==> src/design/scv_pkg.sv <==
// Types and fixed constants of the vertical seam cost block.
package scv_pkg;

  localparam int IMG_WIDTH_BITS  = 12;
  localparam int IMG_HEIGHT_BITS = 16;
  localparam int ENERGY_BITS     = 16;
  localparam int CUM_COST_BITS   = 32;
  localparam int COUNT_BITS      = 27;
  localparam int CFG_INDEX_BITS  = 1;
  localparam int CFG_DATA_BITS   = 16;

  localparam logic [IMG_WIDTH_BITS-1:0]  WIDTH_RESET  = 12'd640;
  localparam logic [IMG_HEIGHT_BITS-1:0] HEIGHT_RESET = 16'd480;
  localparam logic [COUNT_BITS-1:0]      COUNT_MAX    = {COUNT_BITS{1'b1}};

  typedef enum logic [CFG_INDEX_BITS-1:0] {
    CFG_IMAGE_WIDTH  = 1'b0,
    CFG_IMAGE_HEIGHT = 1'b1
  } cfg_reg_t;

  // Position of a pixel within its frame, decided at acceptance.
  typedef struct packed {
    logic row0;
    logic first;
    logic left;
    logic right;
    logic last;
  } pix_flags_t;

endpackage

==> src/design/scv_if.sv <==
// Valid/ready channel interfaces for the pixel input and the cost output.
interface scv_in_if import scv_pkg::*; ();
  logic                   valid;
  logic                   ready;
  logic [ENERGY_BITS-1:0] energy;

  modport source (output valid, output energy, input ready);
  modport sink   (input valid, input energy, output ready);
endinterface


==> src/design/scv_scan.sv <==
// Frame position tracking, configuration registers and the accept stage.
module scv_scan import scv_pkg::*; #(
  parameter int MAX_WIDTH = 2048,
  localparam int COL_BITS = $clog2(MAX_WIDTH)
) (
  input  logic                      clk,
  input  logic                      rst,
  input  logic                      cfg_we,
  input  logic [CFG_INDEX_BITS-1:0] cfg_index,
  input  logic [CFG_DATA_BITS-1:0]  cfg_data,
  scv_in_if.sink                    pix_in,
  input  logic                      s1_fire,
  output logic                      s1_valid,
  output logic [ENERGY_BITS-1:0]    s1_energy,
  output logic [COL_BITS-1:0]       s1_col,
  output pix_flags_t                s1_flags,
  output logic                      rd_en,
  output logic [COL_BITS-1:0]       rd_addr0,
  output logic [COL_BITS-1:0]       rd_addr1
);

  localparam int WB = $clog2(MAX_WIDTH + 1);

  logic [IMG_WIDTH_BITS-1:0]  image_width;
  logic [IMG_HEIGHT_BITS-1:0] image_height;
  logic [WB-1:0]              eff_w;
  logic [IMG_HEIGHT_BITS-1:0] eff_h;

  logic [COL_BITS-1:0]        column_index;
  logic [IMG_HEIGHT_BITS-1:0] row_index;
  logic [COL_BITS-1:0]        column_index_next;
  logic [IMG_HEIGHT_BITS-1:0] row_index_next;

  logic                       wrap_col;
  logic [COL_BITS-1:0]        cur_col;
  logic [IMG_HEIGHT_BITS-1:0] row_pre;
  logic [IMG_HEIGHT_BITS-1:0] cur_row;
  logic                       col_is_last;
  logic                       row_is_last;
  pix_flags_t                 flags;
  logic                       accept;

  always_ff @(posedge clk) begin
    if (rst) begin
      image_width  <= WIDTH_RESET;
      image_height <= HEIGHT_RESET;
    end else if (cfg_we) begin
      case (cfg_reg_t'(cfg_index))
        CFG_IMAGE_WIDTH:  image_width  <= cfg_data[IMG_WIDTH_BITS-1:0];
        CFG_IMAGE_HEIGHT: image_height <= cfg_data[IMG_HEIGHT_BITS-1:0];
        default: ;
      endcase
    end
  end

  // Clamp width to 2..MAX_WIDTH (the line buffer size), treat a zero height as one row
  always_comb begin
    if (image_width < 12'd2) begin
      eff_w = WB'(2);
    end else if (32'(image_width) > 32'(MAX_WIDTH)) begin
      eff_w = WB'(MAX_WIDTH);
    end else begin
      eff_w = WB'(image_width);
    end
    eff_h = (image_height == '0) ? IMG_HEIGHT_BITS'(1) : image_height;
  end

  // A shrunk frame can leave the stored position outside it: wrap first
  always_comb begin
    wrap_col    = 32'(column_index) >= 32'(eff_w);
    cur_col     = wrap_col ? '0 : column_index;
    row_pre     = wrap_col ? row_index + IMG_HEIGHT_BITS'(1) : row_index;
    cur_row     = (row_pre >= eff_h) ? '0 : row_pre;
    col_is_last = (32'(cur_col) + 32'd1) == 32'(eff_w);
    row_is_last = (17'(cur_row) + 17'd1) == 17'(eff_h);

    flags.row0  = cur_row == '0;
    flags.left  = cur_col == '0;
    flags.first = flags.row0 && flags.left;
    flags.right = col_is_last;
    flags.last  = row_is_last && col_is_last;

    if (col_is_last) begin
      column_index_next = '0;
      row_index_next    = row_is_last ? '0 : cur_row + IMG_HEIGHT_BITS'(1);
    end else begin
      column_index_next = cur_col + COL_BITS'(1);
      row_index_next    = cur_row;
    end
  end

  assign pix_in.ready = !s1_valid || s1_fire;
  assign accept       = pix_in.valid && pix_in.ready;

  // Fetch the row above at this column and the next one
  assign rd_en    = accept;
  assign rd_addr0 = cur_col;
  assign rd_addr1 = cur_col + COL_BITS'(1);

  always_ff @(posedge clk) begin
    if (rst) begin
      column_index <= '0;
      row_index    <= '0;
      s1_valid     <= 1'b0;
    end else begin
      if (accept) begin
        column_index <= column_index_next;
        row_index    <= row_index_next;
        s1_valid     <= 1'b1;
      end else if (s1_fire) begin
        s1_valid <= 1'b0;
      end
    end
  end

  always_ff @(posedge clk) begin
    if (accept) begin
      s1_energy <= pix_in.energy;
      s1_col    <= cur_col;
      s1_flags  <= flags;
    end
  end

endmodule

==> src/flat_wrapper.sv <==
// flat-port wrapper written by rule: the top's interface ports become plain ports
module scv_scan_flat import scv_pkg::*;
#(
  parameter int MAX_WIDTH = 2048,
  localparam int COL_BITS = $clog2(MAX_WIDTH)
)
  (clk, rst, cfg_we, cfg_index, cfg_data, s1_fire, s1_valid, s1_energy, s1_col, s1_flags, rd_en, rd_addr0, rd_addr1, pix_in_valid, pix_in_energy, pix_in_ready);
  scv_in_if pix_in_i ();
  input  logic clk;
  input  logic rst;
  input  logic cfg_we;
  input  logic [CFG_INDEX_BITS-1:0] cfg_index;
  input  logic [CFG_DATA_BITS-1:0] cfg_data;
  input  logic s1_fire;
  output logic s1_valid;
  output logic [ENERGY_BITS-1:0] s1_energy;
  output logic [COL_BITS-1:0] s1_col;
  output pix_flags_t s1_flags;
  output logic rd_en;
  output logic [COL_BITS-1:0] rd_addr0;
  output logic [COL_BITS-1:0] rd_addr1;
  input wire logic [$bits(pix_in_i.valid)-1:0] pix_in_valid;
  input wire logic [$bits(pix_in_i.energy)-1:0] pix_in_energy;
  output wire logic [$bits(pix_in_i.ready)-1:0] pix_in_ready;
  assign pix_in_i.valid = pix_in_valid;
  assign pix_in_i.energy = pix_in_energy;
  assign pix_in_ready = pix_in_i.ready;
  scv_scan #(.MAX_WIDTH(MAX_WIDTH)) u_core (.clk(clk), .rst(rst), .cfg_we(cfg_we), .cfg_index(cfg_index), .cfg_data(cfg_data), .pix_in(pix_in_i), .s1_fire(s1_fire), .s1_valid(s1_valid), .s1_energy(s1_energy), .s1_col(s1_col), .s1_flags(s1_flags), .rd_en(rd_en), .rd_addr0(rd_addr0), .rd_addr1(rd_addr1));
endmodule
==> config.mk <==
export PLATFORM = sky130hd
export DESIGN_NAME = scv_scan_flat
export DESIGN_NICKNAME = d
export VERILOG_FILES = /design/src/design/scv_pkg.sv /design/src/design/scv_if.sv /design/src/design/scv_scan.sv /design/src/flat_wrapper.sv
export SDC_FILE = /design/constraint.sdc
export NUM_CORES = 1
export LEC_CHECK = 0
export ABC_AREA = 1
export BUFFER_PORTS_ARGS = -buffer_cell sky130_fd_sc_hd__buf_4
export CELL_PAD_IN_SITES_DETAIL_PLACEMENT = 1
export CELL_PAD_IN_SITES_GLOBAL_PLACEMENT = 2
export CORE_MARGIN = 2
export CORE_UTILIZATION = 29
export CTS_CLUSTER_DIAMETER = 50
export DETAILED_ROUTE_END_ITERATION = 6
export MAX_ROUTING_LAYER = met4
export PLACE_DENSITY = 0.88
export RECOVER_POWER = 100
export SLEW_MARGIN = 20
export SYNTH_ARGS = -nofsm -noshare
export SYNTH_HDL_FRONTEND = slang
export SYNTH_SLANG_ARGS = --single-unit
export TNS_END_PERCENT = 30
==> constraint.sdc <==
create_clock -name clk -period 5.09 [get_ports clk]
set_input_delay 0.7635 -clock clk [delete_from_list [all_inputs] [get_ports clk]]
set_output_delay 0.7635 -clock clk [all_outputs]
set_load 0.05 [all_outputs]
======== Word level (Yosys, flattened, before mapping) ========
Cells that the tools add are included.
storage, ports and cells
  bits in registers ....................... 88
  output and inout bits ................... 57
  word-level logic and storage cells ...... 46
  bits of input ports ..................... 38
cells by class
  eq/ne operators ......................... 2
  reductions and logical operators ........ 11
  $add $sub $neg .......................... 5
  multiplexer cells ....................... 11
  $lt $le $gt $ge ......................... 4
  bitwise logic cells ..................... 1
operators with widths
  cell                                                   count
  2-to-1 mux 16 bit                                      5
  adder 16 x 1 -> 16 bit, second input constant          2
  == test 32 x 12 -> 1 bit                               1
  zero test 16 bit                                       2
  2-to-1 mux 12 bit                                      2
  2-to-1 mux 11 bit                                      2
  adder 16 x 1 -> 17 bit, second input constant          1
  == test 17 x 16 -> 1 bit                               1
  greater-or-equal comparator 16 bit                     1
  adder 11 x 1 -> 12 bit, second input constant          1
  greater-or-equal comparator 11 x 12 -> 1 bit           1
  greater-than comparator 12 bit, second input constant  1
  < comparator 12 x 2 -> 1 bit, second input constant    1
  adder 11 x 1 -> 11 bit, second input constant          1
  zero test 11 bit                                       1
  AND reduction 2 bit                                    2
  logical AND 1 bit                                      3
  2-to-1 mux 1 bit                                       2
  nonzero test 2 bit                                     1
  zero test 1 bit                                        1
  logical OR 1 bit                                       1
  inverter 1 bit                                         1

======== Depth between registers and ports, before layout ========
  depth after elaboration ................. 11
  depth in mapped cells ................... 43

======== Worst setup path before layout ========
OpenSTA, ideal clock, no wires.
  kind .................................... register -> register
  from .................................... register u_core.image_width[8]
  to ...................................... register u_core.s1_flags[0] (netlist name)
  setup time .............................. 136 ps
  arrival time ............................ 5204 ps
  stages on the path, launching flop included .. 38
  period minus slack after synthesis ...... 5340 ps
  setup slack ............................. -250 ps
  data required time ...................... 4954 ps
  cell sequence ........................... dfxtp_1 > nor3_1 > nand3_1 > nor2_1 > a21oi_1 > inv_1 > nand2_1 > ha_1 > a21oi_1 > nand2_1 > a21oi_4 > nand2_4 > buf_6 > o21ai_0 > inv_1 > ha_1 > nand2_1 > inv_1 > (+2 left out) > nor2_1 > nand3_2 > clkbuf_1 > nor2_1 > ha_1 > nand3_1 > nor2_4 > nand2_1 > nand2_1 > nor2_1 > nor2_1 > nand2_1 > nor2_1 > nand2_1 > nor2_4 > nand2_4 > buf_6 > nor2_2
RTL lines
  item                    RTL line        text
  start, declared         scv_scan.sv:24  logic [IMG_WIDTH_BITS-1:0] image_width;
  start signal, assigned  scv_scan.sv:49  CFG_IMAGE_WIDTH: image_width <= cfg_data[IMG_WIDTH_BITS-1:0];

======== Final worst setup path ========
  from .................................... register u_core.image_width[8]
  to ...................................... register u_core.row_index[13]
between the ends
  word-level cells in the longest chain between the ends .. 11
  elaborated cells between the ends (all ways) .. 16
  classes of those cells .................. add/sub: 3; order compare: 4; eq/ne: 2; mux: 7
ends and longest elaborated chain
  item                                          RTL line         text
  greater-than comparator 12 bit                scv_scan.sv:60   end else if (32'(image_width) > 32'(MAX_WIDTH)) begin
  2-to-1 mux 12 bit                             scv_scan.sv:60
  2-to-1 mux 12 bit *                           scv_scan.sv:58   if (image_width < 12'd2) begin
  greater-or-equal comparator 11 x 12 -> 1 bit  scv_scan.sv:70   wrap_col = 32'(column_index) >= 32'(eff_w);
  2-to-1 mux 16 bit                             scv_scan.sv:72   row_pre = wrap_col ? row_index + IMG_HEIGHT_BITS'(1) : row_index;
  greater-or-equal comparator 16 bit            scv_scan.sv:73   cur_row = (row_pre >= eff_h) ? '0 : row_pre;
  2-to-1 mux 16 bit                             scv_scan.sv:73
  adder 16 x 1 -> 17 bit                        scv_scan.sv:75   row_is_last = (17'(cur_row) + 17'd1) == 17'(eff_h);
  == test 17 x 16 -> 1 bit                      scv_scan.sv:75
  2-to-1 mux 16 bit                             scv_scan.sv:85   row_index_next = row_is_last ? '0 : cur_row + IMG_HEIGHT_BITS'(1);
  2-to-1 mux 16 bit *                           scv_scan.sv:83   if (col_is_last) begin
  end signal, assigned                          scv_scan.sv:108  row_index <= row_index_next;
  end, declared                                 scv_scan.sv:30   logic [IMG_HEIGHT_BITS-1:0] row_index;
Mark *: on every way between the ends. The rest lies on a longest branch, timed or not.
A chain may end at the register's enable or synchronous reset.

==> metrics.txt <==
status finished with violations; violated checks setup timing; clock share of power between 20% and 30%; Die Y approximately 150 um; Worst R2R Path Depth 42; Pint approximately 1.5 mW; WHS 0.4839 ns; largest net degree at the start of global routing 59; sequential share of the synthesized area 33.57%; port bufs 94; total CTS buffers 9; proportion of synthesized area in mux cells 0%; Async SR Flop Fraction 0%; H-tree Lvls 3; Nets around 1200; Pre-Repair DR Iteration Count 5; Clock Skews roughly 0.022 ns; share of layout cells above drive strength 1 a little over a third; Root Driver clkbuf_16; worst path bufs/invs 8; Worst Path Required 5.33 ns; Mapped Avg Cell Area ~6.9 sq um; cts hold-fix bufs 0; relative max-transition margin a little over a fifth; most used cell, CP nand2_1; ys flop type dfxtp_1; r2r startpoint u_core.image_width[8]; core region area around 21000 sq um; Tmin final 5.489 ns; critical path endpoint category register; critical path startpoint u_core.image_width[8]; non-filler cells, final approximately 1400; reg2reg end u_core.row_index[13]; vias in the first global route between 7000 and 8000; CTS max path bufs 2; Die X around 150 um; Gate power share 36.3%; crit path kind register to register; CP Max Fanout 8; Synth Instances roughly 900; Sequential Power Share around a third; Final Cycle Share 107.8%; placed cell count 1312; adder and majority gate portion of the synthesized area roughly 6.5%; post-detail-place hpwl around 17 mm; Final Hold Violating Endpoints 0; clock tree sinks 88; Netlist cell types 41; total track usage roughly 23%; Max-Cap Viols 0; gr ovfl total 0; DIE AREA roughly 23000 sq um; Placer Congestion between 0.9 and 1; leakage power total roughly 4.1 nW; row count 53; CP top delay family simple AND/OR/NAND/NOR gates; Peak Freq about 0.18 GHz; peak supply drop ~0.00025 V; global-route wire length before repair 39.36 mm; Final Worst Setup Slack -0.3985 ns; YS warnings 0; Initial DRC Count 443; antenna diode count 0; P_sw about 910 uW; vias per cell between 5 and 6; Synth Net Count 972; Worst EP arrival approximately 5.7 ns; Post-Synth XOR/XNOR Area under 10%; Synth Area in Compound Gates a little under an eighth; Syn Std Cell Area 6202 sq um; min-delay worst type register to register; CTS tree built; Reg clk slew, reported paths about 0.09 ns; Post-synth EDFFs 32; slowest cell on the critical path dfxtp_2; switching part of the total a little under 40%; antenna violations before repair 0; unrepaired setup endpoints after global routing true; Startpoint Class register; Routed Antenna Nets 0; # DRC 0; fill cell count 2628; Area growth syn-to-layout 49.55%; PwrDens between 200 and 300 nW/um^2; worst skew pair latency ~0.38 ns; largest family of logic cells by synthesized area simple AND/OR/NAND/NOR gates; Synth Area in Simple Gates 35.99%; Seq cells post-synth ~90; Crit path largest cell delay 0.35 ns; Reg2Reg Setup Slack -0.40 ns; Slew Limit Fails 0; end point of the critical path u_core.row_index[13]; Sum Neg Setup Slack -7.381 ns; stages on the worst setup path 42; Avg WL per Cell roughly 20 um; worst hold start u_core.image_height[0]; vias post-DR ~7300; count of final setup violators 28; overall power 2.374 mW; Starting Density about 30%; final wirelength ~28 mm; pin slew with the least headroom to its limit about 1.2 ns; # IOs 95
-- power by group through the flow --
stage | Clock, mW | Combinational (mW) | Sequential, mW
2_1_floorplan | 0 | 0.325 | 0.874
3_3_place_gp | 0 | 0.611 | 0.819
3_5_place_dp | 0 | 0.620 | 0.821
4_1_cts | 0.711 | 0.737 | 0.806
5_1_grt | 0.742 | 0.916 | 0.813
6_report | 0.704 | 0.862 | 0.808
-- worst reg2reg max path, delay by kind of cell (launching register included) --
kind / cells / cell delay (ns)
AO/OA/AOI/OAI: 4 / 0.56
adder cells (fa/ha/maj): 2 / 0.43
AND/OR/NAND/NOR: 28 / 3.12
buffers and inverters: 8 / 0.92
flip-flops: 1 / 0.35
-- how the worst min path moves through the flow --
stage	to	slack, ns	cells past startpoint
3_3_place_gp	u_core.image_height[0]	0.46	2
5_1_grt	u_core.image_width[10]	0.53	2
2_1_floorplan	u_core.image_height[0]	0.44	2
4_1_cts	u_core.image_height[0]	0.48	2
3_5_place_dp	u_core.image_height[0]	0.47	2
6_report	u_core.image_height[0]	0.48	2
-- synthesized netlist by cell type (2+ instances only) --
master / number / share of area (%)
nor2_4: 10 / 1.8
nand3_1: 89 / 7.2
nand2_4: 3 / 0.54
o211ai_1: 4 / 0.48
ha_1: 32 / 6.5
o21ai_1: 3 / 0.24
nor2_2: 11 / 1.1
buf_2: 2 / 0.16
xor2_1: 11 / 1.6
nor3_1: 10 / 0.81
nand2_2: 7 / 0.71
nor4_1: 4 / 0.40
nor2_1: 65 / 3.9
o21ai_0: 43 / 3.5
nand2_1: 239 / 14
inv_1: 126 / 7.6
a21oi_1: 75 / 6.1
clkbuf_1: 13 / 0.79
nand4_1: 22 / 2.2
dfxtp_1: 56 / 18
nor3b_1: 2 / 0.24
inv_2: 6 / 0.36
xnor2_1: 3 / 0.42
nand3b_1: 4 / 0.48
a21oi_2: 3 / 0.42
o21bai_1: 3 / 0.36
nor2_8: 2 / 0.65
nand3_2: 6 / 0.97
edfxtp_1: 32 / 15
buf_6: 4 / 0.73
clkinv_1: 2 / 0.12
-- registers in the layout, summed over array words and instances (netlist names) --
name,flops
u_core.s1_flags,5
u_core.s1_valid,1
u_core.column_index,11
u_core.image_width,12
u_core.row_index,16
u_core.s1_col,11
u_core.s1_energy,16
u_core.image_height,16
-- through the flow --
step | instance area [sq um] | util, % | worst slack, ns
after global placement | 7651 | 36.40 | -0.1336
after detailed placement | 7651 | 36.40 | -0.3223
final | 9275 | 44.12 | -0.3985
after CTS | 8837 | 42.04 | 0.009194
after global routing | 9275 | 44.12 | -0.6285
after floorplan | 6245 | - | 0.02817
-- layer usage --
metal  up-vias  global-route usage, %  wire length, um
met1      3567                  29.95            12150
met5         -                      -                0
met2       248                  37.79            13570
met3        72                  3.303             1282
li1       3431                      -                -
met4         0                  7.123              796
-- layout by cell type, fill, tap and decap left out, drive strengths merged, types with 32 or more instances in the layout --
cell	synthesis	layout
ha	32	32
o21ai	47	47
edfxtp	32	32
a21oi	79	79
dfxtp	56	56
nand2	249	250
inv	132	137
nor2	88	88
clkbuf	13	60
nand3	95	95
buf	8	192
-- area by class of cell --
class	count	area [sq um]	share of cell area, %
clock buffer	9	225.2	2.428
multi-input combinational	660	4218	45.47
clock inverter	7	70.07	0.7554
inverter	134	513.0	5.531
tap	275	344.1	3.710
sequential	88	2086	22.49
timing repair buffer	243	1819	19.61
-- cells by family after synthesis --
logic type	count (synthesis)
AND/OR/NAND/NOR	477
buffers and inverters	155
AO/OA/AOI/OAI	135
flip-flops	88
adder cells (fa/ha/maj)	32
XOR/XNOR	15
-- timing repair --
| item | 4_1_cts | 5_1_grt |
|---|---|---|
| setup endpoints to repair | 17 | 31 |
| pin swaps | 43 | 52 |
| setup buffers | 69 | 16 |
| gates resized for setup | 76 | 107 |
| gates cloned | 2 | 1 |
| hold endpoints to repair | 0 | 0 |
Note: power is estimated with default switching activity, not from simulation.
