==> config.mk <==
export PLATFORM = sky130hd
export DESIGN_NAME = scv_cost_flat
export DESIGN_NICKNAME = d
export VERILOG_FILES = /design/src/design/scv_pkg.sv /design/src/design/scv_if.sv /design/src/design/scv_cost.sv /design/src/flat_wrapper.sv
export SDC_FILE = /design/constraint.sdc
export NUM_CORES = 1
export LEC_CHECK = 0
export ABC_AREA = 0
export BUFFER_PORTS_ARGS = -buffer_cell sky130_fd_sc_hd__buf_2
export CAP_MARGIN = 20
export CORE_MARGIN = 2
export CORE_UTILIZATION = 32
export DETAILED_ROUTE_END_ITERATION = 10
export GPL_TIMING_DRIVEN = 1
export HOLD_SLACK_MARGIN = 0.03
export PLACE_DENSITY_LB_ADDON = 0.3
export SLEW_MARGIN = 5
export SYNTH_ARGS = -nofsm -noshare
export SYNTH_HDL_FRONTEND = slang
export SYNTH_SLANG_ARGS = --single-unit
export TNS_END_PERCENT = 5
==> constraint.sdc <==
create_clock -name clk -period 14.7 [get_ports clk]
set_input_delay 1.47 -clock clk [delete_from_list [all_inputs] [get_ports clk]]
set_output_delay 1.47 -clock clk [all_outputs]
set_load 0.05 [all_outputs]
==> src/design/scv_pkg.sv <==
// Types and fixed constants of the vertical seam cost block.
package scv_pkg;

  localparam int IMG_WIDTH_BITS  = 12;
  localparam int IMG_HEIGHT_BITS = 16;
  localparam int ENERGY_BITS     = 16;
  localparam int CUM_COST_BITS   = 32;
  localparam int COUNT_BITS      = 27;
  localparam int CFG_INDEX_BITS  = 1;
  localparam int CFG_DATA_BITS   = 16;

  localparam logic [IMG_WIDTH_BITS-1:0]  WIDTH_RESET  = 12'd640;
  localparam logic [IMG_HEIGHT_BITS-1:0] HEIGHT_RESET = 16'd480;
  localparam logic [COUNT_BITS-1:0]      COUNT_MAX    = {COUNT_BITS{1'b1}};

  typedef enum logic [CFG_INDEX_BITS-1:0] {
    CFG_IMAGE_WIDTH  = 1'b0,
    CFG_IMAGE_HEIGHT = 1'b1
  } cfg_reg_t;

  // Position of a pixel within its frame, decided at acceptance.
  typedef struct packed {
    logic row0;
    logic first;
    logic left;
    logic right;
    logic last;
  } pix_flags_t;

endpackage

==> src/design/scv_if.sv <==


interface scv_out_if import scv_pkg::*; ();
  logic                     valid;
  logic                     ready;
  logic [CUM_COST_BITS-1:0] cum_cost;
  logic [COUNT_BITS-1:0]    nonzero_count;
  logic                     frame_last;

  modport source (output valid, output cum_cost, output nonzero_count, output frame_last,
                  input ready);
  modport sink   (input valid, input cum_cost, input nonzero_count, input frame_last,
                  output ready);
endinterface

==> src/design/scv_cost.sv <==
// Cost update, line buffer write-back, nonzero count and the output register.
module scv_cost import scv_pkg::*; #(
  parameter int MAX_WIDTH = 2048,
  parameter int COST_BITS = 32,
  localparam int COL_BITS = $clog2(MAX_WIDTH)
) (
  input  logic                   clk,
  input  logic                   rst,
  input  logic                   s1_valid,
  input  logic [ENERGY_BITS-1:0] s1_energy,
  input  logic [COL_BITS-1:0]    s1_col,
  input  pix_flags_t             s1_flags,
  input  logic [COST_BITS-1:0]   rd0,
  input  logic [COST_BITS-1:0]   rd1,
  output logic                   s1_fire,
  output logic                   we,
  output logic [COL_BITS-1:0]    waddr,
  output logic [COST_BITS-1:0]   wdata,
  scv_out_if.source              cost_out
);

  logic [COST_BITS-1:0]  above_left;
  logic [COUNT_BITS-1:0] nonzero_total;

  logic [COST_BITS-1:0]  min_lc;
  logic [COST_BITS-1:0]  min_cr;
  logic [COST_BITS-1:0]  min_above;
  logic [COST_BITS:0]    sum;
  logic [COST_BITS-1:0]  sat;
  logic [COST_BITS-1:0]  cost;
  logic [COUNT_BITS-1:0] count_base;
  logic [COUNT_BITS-1:0] count_next;

  assign s1_fire = s1_valid && (!cost_out.valid || cost_out.ready);

  always_comb begin
    min_lc = (above_left < rd0) ? above_left : rd0;
    min_cr = (rd0 < rd1) ? rd0 : rd1;
    if (s1_flags.left) begin
      min_above = min_cr;
    end else if (s1_flags.right) begin
      min_above = min_lc;
    end else begin
      min_above = (min_lc < rd1) ? min_lc : rd1;
    end

    // Row zero takes the energy as it is; other rows saturate, then take one off a positive sum
    sum = (COST_BITS + 1)'(s1_energy) + {1'b0, min_above};
    sat = sum[COST_BITS] ? {COST_BITS{1'b1}} : sum[COST_BITS-1:0];
    if (s1_flags.row0) begin
      cost = COST_BITS'(s1_energy);
    end else if (sat != '0) begin
      cost = sat - COST_BITS'(1);
    end else begin
      cost = '0;
    end

    count_base = s1_flags.first ? '0 : nonzero_total;
    if (!s1_flags.row0 && (cost != '0) && (count_base != COUNT_MAX)) begin
      count_next = count_base + COUNT_BITS'(1);
    end else begin
      count_next = count_base;
    end
  end

  assign we    = s1_fire;
  assign waddr = s1_col;
  assign wdata = cost;

  always_ff @(posedge clk) begin
    if (rst) begin
      above_left     <= '0;
      nonzero_total  <= '0;
      cost_out.valid <= 1'b0;
    end else begin
      if (s1_fire) begin
        // This column's old value is the next pixel's upper-left neighbour
        above_left     <= rd0;
        nonzero_total  <= count_next;
        cost_out.valid <= 1'b1;
      end else if (cost_out.ready) begin
        cost_out.valid <= 1'b0;
      end
    end
  end

  always_ff @(posedge clk) begin
    if (s1_fire) begin
      cost_out.cum_cost      <= CUM_COST_BITS'(cost);
      cost_out.nonzero_count <= count_next;
      cost_out.frame_last    <= s1_flags.last;
    end
  end

endmodule

==> src/flat_wrapper.sv <==
// flat-port wrapper written by rule: the top's interface ports become plain ports
module scv_cost_flat import scv_pkg::*;
#(
  parameter int MAX_WIDTH = 2048,
  parameter int COST_BITS = 32,
  localparam int COL_BITS = $clog2(MAX_WIDTH)
)
  (clk, rst, s1_valid, s1_energy, s1_col, s1_flags, rd0, rd1, s1_fire, we, waddr, wdata, cost_out_valid, cost_out_cum_cost, cost_out_nonzero_count, cost_out_frame_last, cost_out_ready);
  scv_out_if cost_out_i ();
  input  logic clk;
  input  logic rst;
  input  logic s1_valid;
  input  logic [ENERGY_BITS-1:0] s1_energy;
  input  logic [COL_BITS-1:0] s1_col;
  input  pix_flags_t s1_flags;
  input  logic [COST_BITS-1:0] rd0;
  input  logic [COST_BITS-1:0] rd1;
  output logic s1_fire;
  output logic we;
  output logic [COL_BITS-1:0] waddr;
  output logic [COST_BITS-1:0] wdata;
  output wire logic [$bits(cost_out_i.valid)-1:0] cost_out_valid;
  output wire logic [$bits(cost_out_i.cum_cost)-1:0] cost_out_cum_cost;
  output wire logic [$bits(cost_out_i.nonzero_count)-1:0] cost_out_nonzero_count;
  output wire logic [$bits(cost_out_i.frame_last)-1:0] cost_out_frame_last;
  input wire logic [$bits(cost_out_i.ready)-1:0] cost_out_ready;
  assign cost_out_valid = cost_out_i.valid;
  assign cost_out_cum_cost = cost_out_i.cum_cost;
  assign cost_out_nonzero_count = cost_out_i.nonzero_count;
  assign cost_out_frame_last = cost_out_i.frame_last;
  assign cost_out_i.ready = cost_out_ready;
  scv_cost #(.MAX_WIDTH(MAX_WIDTH), .COST_BITS(COST_BITS)) u_core (.clk(clk), .rst(rst), .s1_valid(s1_valid), .s1_energy(s1_energy), .s1_col(s1_col), .s1_flags(s1_flags), .rd0(rd0), .rd1(rd1), .s1_fire(s1_fire), .we(we), .waddr(waddr), .wdata(wdata), .cost_out(cost_out_i));
endmodule
-- Yosys cells after proc, flatten, opt, wreduce, memory -nomap -nowiden
Index checks and enable logic that the tools add are counted.
- bits in registers: 120
- output and inout bits: 106
- add/sub/neg operators: 3
- order comparisons: 3
- equal/unequal tests: 1
- muxes and demuxes: 12
- reduce and logical (&&, ||, !) cells: 9
- operator list (kind ; count):
    $mux 32 ; 8
    $lt 32x32->1 ; 3
    $reduce_bool 32->1 ; 2
    $mux 27 ; 2
    $add 16x32->33 ; 1
    $sub 32x1->32 const B ; 1
    $add 27x1->27 const B ; 1
    $ne 27x27->1 const B ; 1
    $logic_and 1x1->1 ; 3
    $logic_not 1->1 ; 2
    $mux 1 ; 2
    $reduce_bool 2->1 ; 1
    $logic_or 1x1->1 ; 1

-- Logic depth before layout (Yosys ltp)
Gate-level depths: netlist (run 1).
- depth after elaboration: 15
- gate-level depth with buffers: 54
- gate-level depth less buffers: 47

-- Least setup slack after synthesis (run 1)
No wires, ideal clock.
- kind: input port to output port
- start point: in rd0[30]
- end point: out wdata[28]
- arrival: 11.532 ns
- slack: 1.698 ns
- stages: 43
- path buffers: 7
- cell sequence: inv_1 -> ha_1 -> a21oi_1 -> nand2_1 -> a221o_1 -> a211o_1 -> a21oi_2 -> buf_2 -> buf_2 -> clkbuf_1 -> clkbuf_1 -> nand2_1 -> o21ai_0 -> ha_1 -> a211oi_1 -> o21ai_1 -> a221oi_1 -> o22ai_1 -> [7 not listed] -> nor2b_1 -> o31a_1 -> o31ai_1 -> a21oi_1 -> o21a_1 -> o21ai_0 -> nor2b_1 -> nor3_1 -> and3_1 -> and4_1 -> clkbuf_1 -> nor2_1 -> ha_1 -> nor4bb_1 -> nand3_1 -> nor4_1 -> nand3_1 -> o21ai_0
- word-level cells in the longest chain between the ends: 11
- elaborated cells on any way between the ends: 14
- ends and longest elaborated chain (item ; line ; text):
    start, declared ; flat_wrapper.sv:16 ; input logic [COST_BITS-1:0] rd0;
    $lt 32x32->1 ; scv_cost.sv:37 ; min_lc = (above_left < rd0) ? above_left : rd0;
    $mux 32 ; scv_cost.sv:37 ;
    $lt 32x32->1 ; scv_cost.sv:44 ; min_above = (min_lc < rd1) ? min_lc : rd1;
    $mux 32 ; scv_cost.sv:44 ;
    $mux 32 ; scv_cost.sv:41 ; end else if (s1_flags.right) begin
    $mux 32 (*) ; scv_cost.sv:39 ; if (s1_flags.left) begin
    $add 16x32->33 (*) ; scv_cost.sv:48 ; sum = (COST_BITS + 1)'(s1_energy) + {1'b0, min_above};
    $mux 32 (*) ; scv_cost.sv:49 ; sat = sum[COST_BITS] ? {COST_BITS{1'b1}} : sum[COST_BITS-1:0];
    $sub 32x1->32 or $reduce_bool 32->1 (tied branches) ; scv_cost.sv:53, scv_cost.sv:52 ;
    $mux 32 (*) ; scv_cost.sv:52 ; end else if (sat != '0) begin
    $mux 32 (*) ; scv_cost.sv:50 ; if (s1_flags.row0) begin
    end, declared ; flat_wrapper.sv:21 ; output logic [COST_BITS-1:0] wdata;
Every way passes the cells marked *; elsewhere a longest branch is shown, timed or not.

-- Final worst setup path (run 1)
Ends and elaborated chain as after synthesis.

==> results of run 1 <==
Yosys cell counts (all sizes together) (17+ instances only):
cell / number / share of area (%)
buf: 24 / 1.4
nor3: 40 / 1.8
inv: 99 / 3.2
dfxtp: 60 / 10
o211ai: 19 / 1.3
nor4: 26 / 1.7
edfxtp: 60 / 16
ha: 112 / 12
nand4: 44 / 2.4
and3: 17 / 0.92
clkbuf: 51 / 1.7
mux2i: 20 / 1.7
nor2: 82 / 2.7
xnor2: 37 / 2.8
nand2: 234 / 7.6
nand3: 54 / 2.3
a31oi: 27 / 1.5
o21ai: 92 / 4.1
a21oi: 105 / 4.6
o221a: 19 / 1.9
where the power goes:
group | internal, W | switching, W | total (W)
clock network | 0.000282 | 0.000178 | 0.000460
logic | 0.000177 | 0.000409 | 0.000586
registers | 0.000376 | 0.00000883 | 0.000385
total | 0.000835 | 0.000596 | 0.00143
worst reg2reg max path: cells and delay by family, from the launching register on:
family          cells  cell delay [ps]
compound gates     25             6750
xor+xnor            1              160
fa+ha+maj           5             1370
buf+inv             4              830
flops               1              340
mux                 1              390
simple gates       12             2550
repair_timing:
item | in CTS | in global routing
setup buffers | 0 | 0
endpoints found under the setup margin | 0 | 1
endpoints found under the hold margin | 0 | 0
gates resized for setup | 0 | 1
metrics by stage:
step           instance area (µm²)  hold WS (ps)  setup WS (ps)  util (%)
2_1_floorplan                11500           450           1700         -
4_1_cts                      13500           479           1110      37.9
3_5_place_dp                 12800           470            984      36.1
5_1_grt                      13500           496            185      37.9
3_3_place_gp                 12800           463           1240      36.1
6_report                     13500           477           1050      37.9
state kept, by name (all words and copies together), names as in the netlist:
name                           count
u_core.above_left                 32
u_core.cost_out.cum_cost          32
u_core.cost_out.frame_last         1
u_core.cost_out.nonzero_count     27
u_core.cost_out.valid              1
u_core.nonzero_total              27
layout make-up:
class / count / area (µm²)
Sequential cell: 120 / 3000
Antenna cell: 1 / 2.50
Clock inverter: 13 / 179
Inverter: 100 / 378
Tap cell: 461 / 577
Timing Repair Buffer: 198 / 1040
Multi-Input combinational cell: 1182 / 7840
Fill cell: 3711 / 22100
Clock buffer: 19 / 454
final timing paths:
kind                        endpoint  slack [ps]
max                        wdata[28]        1050
min             u_core.above_left[6]         480
max reg2reg  u_core.nonzero_total[1]        2210
min reg2reg     u_core.above_left[6]         480
logic make-up (layout without fill, tap and decap cells):
logic type,after synthesis,after routing,share of synthesized area [%]
DFF,120,120,26.0
AOI/OAI and AO/OA,395,395,23.6
muxes,28,28,2.51
adders and majority gates,113,113,12.3
buffers and inverters,175,330,6.29
other,0,1,0
xor gates and xnor gates,51,51,3.87
and+or+nand+nor,595,595,25.4
metal layers:
| metal | up-vias | share of wire (%) | track usage (%) |
|---|---|---|---|
| met1 | 5435 | 49 | 30.1 |
| met2 | 413 | 43 | 31.9 |
| met4 | 0 | 2.0 | 6.99 |
| met3 | 52 | 5.8 | 2.94 |
| li1 | 5756 | - | - |
| met5 | - | 0 | 0 |
==> summary.md, run 1 <==
| Metric | Value |
|---|---|
| Worst Hold Depth | 2 |
| Total CTS buffers | 17 |
| Yosys warns | 0 |
| Largest net degree at the start of global routing | ~70 |
| Vias | 11,656 |
| Routability congestion estimate | 0.953 |
| Slew Limit Fails | 0 |
| Final Setup Violations | 0 |
| Most common cell after layout, fill and taps aside | nand2_1 |
| Starting density of the core | roughly a third |
| Commonest non-fill, non-tap cells in the layout | nand2_1, buf_2, ha_1, a21oi_1, inv_1 |
| Vias in the first global route | 11,089 |
| Final hold vios | 0 |
| Final net count | about 1,800 |
| First-pass GRT wire length | 62.5 mm |
| H-tree depth | 4 |
| Critical Path Start Type | input port |
| Period utilization | 92.9% |
| Crit path max fanout | 15 |
| DR pass1 iterations | 6 |
| Antenna violations before repair | 1 |
| Syn nets | 1,690 |
| Max_slew headroom | between 30% and 40% |
| Pleak | 5.75 nW |
| Crit path capture type | output pin |
| Data arrival, critical path | 12,180 ps |
| Post-route insts no fill | approximately 2,100 |
| Post-Syn Instances | 1,477 |
| Post-Syn Area | 0.0115 mm² |
| Slowest-stage cell, CP | nor4_1 |
| Critical path type | in -> out |
| Slew @ Worst Pin | 987 ps |
| Top FF cell, synth | edfxtp_1 |
| PD cells | 106 mW/mm² |
| Fmax achieved | 73.2 MHz |
| Share of cells above drive strength 1 | between 10% and 20% |
| Die height | 194 µm |
| Pwr Total | approximately 0.0014 W |
| Drt total wl | 39.5 mm |
| CTS root buf | clkbuf_16 |
| Worst R2R Path Depth | 48 |
| Async SR Flop Fraction | 0% |
| Core ar. | 0.0356 mm² |
| DP Cell Count | just over 2,000 |
| Reg2reg start | u_core.above_left[23] |
| Worst path depth | 44 |
| Post-synthesis sequential area ratio | 26.0% |
| CTS Sinks | between 100 and 150 |
| Starting DRT DRC Count | 926 |
| CP top delay family | compound AO/OA/AOI/OAI gates |
| DPL Wire Length | 30.9 mm |
| Row count | just under 70 |
| Total gr overflow | 0 |
| PortBufs | 183 |
| RSZ-0062 raised after global routing | no |
| Area grow syn2layout | 16.7% |
| Setup crit start | rd0[30] |
| Hold WC Path Type | reg -> reg |
| Post-DR vias/cell | ~5.6 |
| Die width | roughly 190 µm |
| Die ar. | 0.0376 mm² |
| Worst Hold Launch | u_core.above_left[6] |
| #FFs+latches synth | 120 |
| Mean post-synth cell area | 7.82 µm² |
| CP Data Required Time | 13,230 ps |
| EDFF count, synth | 60 |
| TritonCTS clock tree | done |
| Worst-case clock skew | 12.5 ps |
| Clock tree buffer depth | 2 |
| Max stage delay on crit path | 540 ps |
| Number of antenna-violating nets in the routed design | 0 |
| Number of remaining DRC errors | 0 |
| Max cap viols | 0 |
| Clock Latency Late Sink | 450 ps |
| Fin crit period | 13,650 ps |
| Tot GR Track Use | 20.9% |
| Worst Path Buf+Inv | 6 |
| Setup TNS | 0 ps |
| Reg clk slew, reported paths | 60 ps |
| IO Count | 206 |
| Avg WL per Cell | 18.9 µm |
| Worst VDD drop | 0.0000953 V |
| Outcome | completed |
| Count of different cell masters after synthesis | 99 |
| Post-cts hold buffer count | 0 |
Note: power is estimated with default switching activity, not from simulation.
==> run 2: changes to the inputs <==
--- a/config.mk
+++ b/config.mk
@@ -5,7 +5,7 @@
 export SDC_FILE = /design/constraint.sdc
 export NUM_CORES = 1
 export LEC_CHECK = 0
-export ABC_AREA = 0
+export ABC_AREA = 1
 export BUFFER_PORTS_ARGS = -buffer_cell sky130_fd_sc_hd__buf_2
 export CAP_MARGIN = 20
 export CORE_MARGIN = 2
==> constraint.sdc (replaced) <==
create_clock -name clk -period 14.7 [get_ports clk]
set_input_delay 0.735 -clock clk [delete_from_list [all_inputs] [get_ports clk]]
set_output_delay 0.735 -clock clk [all_outputs]
set_load 0.05 [all_outputs]
==> summary.md, run 2 <==
| Metric | Value |
|---|---|
| Outcome | completed |
| Row count | 71 |
| Reg2reg start | u_core.above_left[15] |
| Routability congestion estimate | 0.946 |
| Crit path capture type | output pin |
| Async SR Flop Fraction | 0% |
| Tot GR Track Use | 19.7% |
| Clock Power Share | between 20% and 30% |
| Number of antenna-violating nets in the routed design | 0 |
| Sw Pwr | 0.000658 W |
| DR pass1 iterations | 5 |
| Avg WL per Cell | 15.3 µm |
| Slowest-stage cell, CP | nand2_2 |
| Reg-to-reg setup timing slack | 3760 ps |
| Most used cell, CP | nand2_1 |
| RSZ-0062 raised after global routing | no |
| Worst-case clock skew | 14.9 ps |
| Pleak | 6.91 nW |
| H-tree depth | 4 |
| Starting density of the core | 32.4% |
| Core ar. | 0.0375 mm² |
| CTS-repair resized insts | 0 |
| Post-CTS setup buffer count | 0 |
| Top FF cell, synth | edfxtp_1 |
| IO Count | 206 |
| Starting DRT DRC Count | 1,011 |
| Setup crit end | wdata[30] |
| Fmax achieved | 88.2 MHz |
| Commonest non-fill, non-tap cells in the layout | nand2_1, inv_1, nor2_1, buf_2, nand3_1 |
| Number of remaining DRC errors | 0 |
| Post-Syn Area | 0.0121 mm² |
| CTS Sinks | 120 |
| Grt met3 use | 3.68% |
| Sequential Power Share | a little over a quarter |
| Area grow syn2layout | 14.4% |
| Hold_ws | ~460 ps |
| Largest regs | u_core.above_left: 32 flops, u_core.cost_out.cum_cost: 32 flops |
| M2 GR Usage | 28.7% |
| Setup crit start | rd0[15] |
| Switching Share | 45.0% |
| DPL Wire Length | roughly 30 mm |
| Die height | slightly below 200 µm |
| Vias in the first global route | 11,281 |
| Cell taking the most area after synthesis | edfxtp_1 |
| Total CTS buffers | 17 |
| Post-Syn Instances | 1,853 |
| PortBufs | 183 |
| Hold WC Path Type | in -> reg |
| Antenna violations before repair | 3 |
| Worst Path Buf+Inv | 8 |
| Vias | 12,365 |
| Reg clk slew, reported paths | approximately 60 ps |
| Crit path max fanout | 49 |
| Worst path depth | 56 |
| Total gr overflow | 0 |
| PD cells | 105 mW/mm² |
| #FFs+latches synth | 120 |
| Comb pwr share | 45.2% |
| Count of different cell masters after synthesis | between 40 and 50 |
| CTS root buf | clkbuf_16 |
| Final net count | 2,196 |
| Post-synthesis sequential area ratio | 24.8% |
| Most common cell after layout, fill and taps aside | nand2_1 |
| Worst R2R Path Depth | 61 |
| Max cap viols | 0 |
| CP top delay family | simple AND/OR/NAND/NOR gates |
| CP Data Required Time | roughly 14,000 ps |
| Slew @ Worst Pin | approximately 900 ps |
| Clock Latency Late Sink | roughly 460 ps |
| Die ar. | 0.0395 mm² |
| Critical path type | in -> out |
| TritonCTS clock tree | done |
| Final hold vios | 0 |
| Top-count cell post-synth | nand2_1 |
| Fin area | 0.0139 mm² |
| Synth top cells by count | nand2_1, inv_1, nor2_1, nand3_1, a21oi_1 |
| Slew Limit Fails | 0 |
| Critical Path Start Type | input port |
| First-pass GRT wire length | 60.2 mm |
| Design internal power | 0.000804 W |
| Worst VDD drop | 0.0000865 V |
| Clock tree buffer depth | 2 |
| RR Endpoint | u_core.nonzero_total[16] |
| Period utilization | around 77% |
| Fin crit period | 11,330 ps |
| Yosys warns | 0 |
| Top cells by area, synth | edfxtp_1, nand2_1, ha_1, dfxtp_1, inv_1 |
| Mean post-synth cell area | around 6.5 µm² |
| Final Setup Violations | 0 |
| Post-synth top area share | 14.9% |
| Largest net degree at the start of global routing | 64 |
| Max stage delay on crit path | between 700 and 800 ps |
| Syn nets | 2,066 |
| Max_slew headroom | 40.1% |
| Die width | 199 µm |
| Share of cells above drive strength 1 | 15.4% |
| Cell Area, Placed | 0.0133 mm² |
| Top Usage Layer GRT | met1 |
| Drt total wl | ~38 mm |
| Post-cts hold buffer count | 0 |
| Post-DR vias/cell | approximately 4.9 |
| Setup TNS | 0 ps |
| Data arrival, critical path | 10,600 ps |
| Met1 Use GR | 28.9% |
| EDFF count, synth | 60 |
run 2: changes by cell type in the layout (fill, tap and decap cells not counted), moves of 24 or more:
cell | previous run | this run
a31oi_1 | 27 | 2
nand2_1 | 232 | 386
a211oi_1 | 12 | 36
a21oi_1 | 102 | 136
nor2_1 | 82 | 213
inv_1 | 98 | 279
nand3_1 | 54 | 180
run 2: worst reg2reg max path, delay by kind of cell (launching register included):
| family | cells | cell delay (ps) |
|---|---|---|
| compound gates | 7 | 1250 |
| fa+ha+maj | 4 | 1100 |
| buf+inv | 5 | 1010 |
| flops | 1 | 310 |
| simple gates | 45 | 7180 |
run 2: area by class of cell:
class | instances | area [µm²]
Fill cell | 4143 | 23600
Multi-Input combinational cell | 1361 | 7590
Sequential cell | 120 | 3000
Inverter | 294 | 1100
Timing Repair Buffer | 189 | 981
Tap cell | 511 | 639
Clock buffer | 18 | 429
Clock inverter | 14 | 126
Antenna cell | 1 | 2.50
run 2: how the worst min path moves through the flow:
stage / depth (start not counted) / slack [ps] / endpoint / startpoint
after floorplan: 2 / 450 / u_core.above_left[10] / u_core.above_left[10]
after global placement: 2 / 470 / u_core.above_left[2] / u_core.above_left[2]
after detailed placement: 2 / 470 / u_core.above_left[21] / u_core.above_left[21]
after CTS: 1 / 450 / u_core.cost_out.frame_last / s1_flags[0]
after global routing: 1 / 450 / u_core.cost_out.frame_last / s1_flags[0]
final: 1 / 460 / u_core.cost_out.frame_last / s1_flags[0]
run 2: power groups by stage:
stage / clock (W) / combinational [W] / sequential [W]
floorplan: 0 / 0.000444 / 0.000460
global placement: 0 / 0.000650 / 0.000403
detailed placement: 0 / 0.000654 / 0.000403
CTS: 0.000419 / 0.000657 / 0.000396
global route: 0.000434 / 0.000734 / 0.000399
finish: 0.000405 / 0.000662 / 0.000396
run 2: kinds of logic (layout without fill, tap and decap cells):
logic type               Yosys count  in the layout  share of synthesized area (%)
XOR/XNOR                          54             54                           3.90
other                              0              1                              0
flip-flops                       120            120                           24.8
AO/OA/AOI/OAI                    277            277                           12.8
buffers and inverters            372            515                           12.7
AND/OR/NAND/NOR                  917            917                           34.1
adder cells (fa/ha/maj)          113            113                           11.7
run 2: metal layers:
layer | share of wire (%) | routed length, µm
met4 | 2.2 | 846
met3 | 7.5 | 2890
met2 | 41 | 15600
met1 | 50 | 19000
met5 | 0.070 | 27
run 2: per-stage QoR:
step / setup WS (ps) / power [W] / cells / util, %
after floorplan: 5240 / 0.000904 / 1853 / -
after global placement: 3010 / 0.00105 / 2474 / 35.4
after detailed placement: 2790 / 0.00106 / 2474 / 35.4
after CTS: 3060 / 0.00147 / 2506 / 36.9
after global routing: 2290 / 0.00157 / 2508 / 37.0
final: 3370 / 0.00146 / 2508 / 37.0
==> run 3: changes to the inputs <==
==> constraint.sdc (replaced) <==
create_clock -name clk -period 11.9 [get_ports clk]
set_input_delay 0.595 -clock clk [delete_from_list [all_inputs] [get_ports clk]]
set_output_delay 0.595 -clock clk [all_outputs]
set_load 0.05 [all_outputs]
==> summary.md, run 3 (same netlist as run 2, synthesis figures left out) <==
| Metric | Value |
|---|---|
| Outcome | completed |
| Largest regs | u_core.above_left: 32 flops, u_core.cost_out.cum_cost: 32 flops |
| Largest net degree at the start of global routing | 61 |
| Post-DR vias/cell | 4.95 |
| Cell Area, Placed | 0.0133 mm² |
| RSZ-0062 raised after global routing | no |
| DR pass1 iterations | 6 |
| Pleak | 6.92 nW |
| Vias | 12,426 |
| Number of remaining DRC errors | 0 |
| Fin crit period | 10,510 ps |
| Hold_ws | 338 ps |
| Hold WC Path Type | in -> reg |
| Starting DRT DRC Count | 860 |
| Setup TNS | 0 ps |
| First-pass GRT wire length | approximately 60 mm |
| Worst VDD drop | 0.000115 V |
| CTS Sinks | 120 |
| Clock tree buffer depth | 2 |
| Total gr overflow | 0 |
| Drt total wl | 38.6 mm |
| Data arrival, critical path | between 9000 and 10,000 ps |
| Core ar. | 0.0375 mm² |
| Commonest non-fill, non-tap cells in the layout | nand2_1, inv_1, nor2_1, buf_2, nand3_1 |
| Crit path max fanout | 33 |
| CTS-repair resized insts | 0 |
| PD cells | around 130 mW/mm² |
| Critical Path Start Type | input port |
| Post-cts hold buffer count | 0 |
| Fmax achieved | 95.1 MHz |
| Slowest-stage cell, CP | nand2_2 |
| Final WS setup | 1390 ps |
| Avg WL per Cell | 15.4 µm |
| Number of antenna-violating nets in the routed design | 0 |
| Period utilization | approximately nine tenths |
| Final Setup Violations | 0 |
| TritonCTS clock tree | done |
| Final hold vios | 0 |
| PortBufs | around 180 |
| Slew Limit Fails | 0 |
| IO Count | 206 |
| Die height | 199 µm |
| Setup WS pre-CTS | 1170 ps |
| Area grow syn2layout | 14.5% |
| Final net count | 2,200 |
| Max cap viols | 0 |
| Die width | 199 µm |
| Max stage delay on crit path | 420 ps |
| Clock Latency Late Sink | 440 ps |
| H-tree depth | 4 |
| Total CTS buffers | 17 |
| Most used cell, CP | nand2_1 |
| Worst-case clock skew | around 11 ps |
| Die ar. | 0.0395 mm² |
| DPL Wire Length | 30.6 mm |
| Tot GR Track Use | 19.6% |
| CTS root buf | clkbuf_16 |
| Routability congestion estimate | 0.964 |
| Slew @ Worst Pin | 812 ps |
| Most common cell after layout, fill and taps aside | nand2_1 |
| Reg clk slew, reported paths | 50 ps |
| CP Data Required Time | 11,310 ps |
| Post-CTS setup buffer count | 0 |
| Max_slew headroom | roughly 46% |
| Antenna violations before repair | 2 |
| Starting density of the core | approximately 32% |
| Share of cells above drive strength 1 | ~15% |
| Pwr Total | 0.00181 W |
| Row count | between 70 and 80 |
| Crit path capture type | output pin |
| Vias in the first global route | 11,223 |
| Fin area | 0.0139 mm² |
| Critical path type | in -> out |
-- run 3: cell types whose count changed in the layout (fill, tap and decap cells not counted) --
cell,previous run,this run
inv_6,2,0
buf_4,5,10
bufinv_16,1,2
clkbuf_1,1,2
buf_16,1,0
inv_4,1,0
clkinv_1,2,4
clkinv_4,4,3
-- run 3: through the flow --
stage | utilization [%] | std cells
finish | 37.1 | 2512
global route | 37.1 | 2512
CTS | 37.1 | 2511
detailed placement | 35.5 | 2479
global placement | 35.5 | 2479
floorplan | - | 1853
-- run 3: final timing paths --
kind	startpoint	to	slack, ps	cells past startpoint
setup / recovery	rd0[15]	wdata[30]	1390	58
hold / removal	s1_flags[0]	u_core.cost_out.frame_last	340	1
setup reg to reg	u_core.above_left[15]	u_core.nonzero_total[14]	1480	63
hold reg to reg	u_core.above_left[25]	u_core.above_left[25]	490	2
-- run 3: power breakdown --
group	leakage (nW)	internal (W)	total (W)	switching, W
clock network	0.268	0.000305	0.000505	0.000200
registers	1.10	0.000477	0.000489	0.0000116
logic	5.56	0.000229	0.000815	0.000587
total	6.92	0.00101	0.00181	0.000798
-- run 3: layer usage --
layer	global-route usage, %	vias to the layer above	wire [µm]
met3	3.15	39	2440
met2	29.5	409	16200
met5	0	-	16
met4	5.89	2	694
li1	-	6332	-
met1	28.5	5644	19200
-- run 3: area by class of cell --
cell class / count / area [µm²]
fillers: 4114 / 23600
multi-input cells: 1361 / 7590
flip-flops and latches: 120 / 3000
inverters: 294 / 1100
repair buffers: 193 / 991
well taps: 511 / 639
clock buffers: 19 / 433
clock inverters: 13 / 131
diodes: 1 / 2.50
-- run 3: worst max-delay path: cells and delay by family --
kind                       cells  cell delay, ps
buffers and inverters          9            1380
adders and majority gates      4            1170
AOI/OAI and AO/OA              6            1130
and+or+nand+nor               39            5630
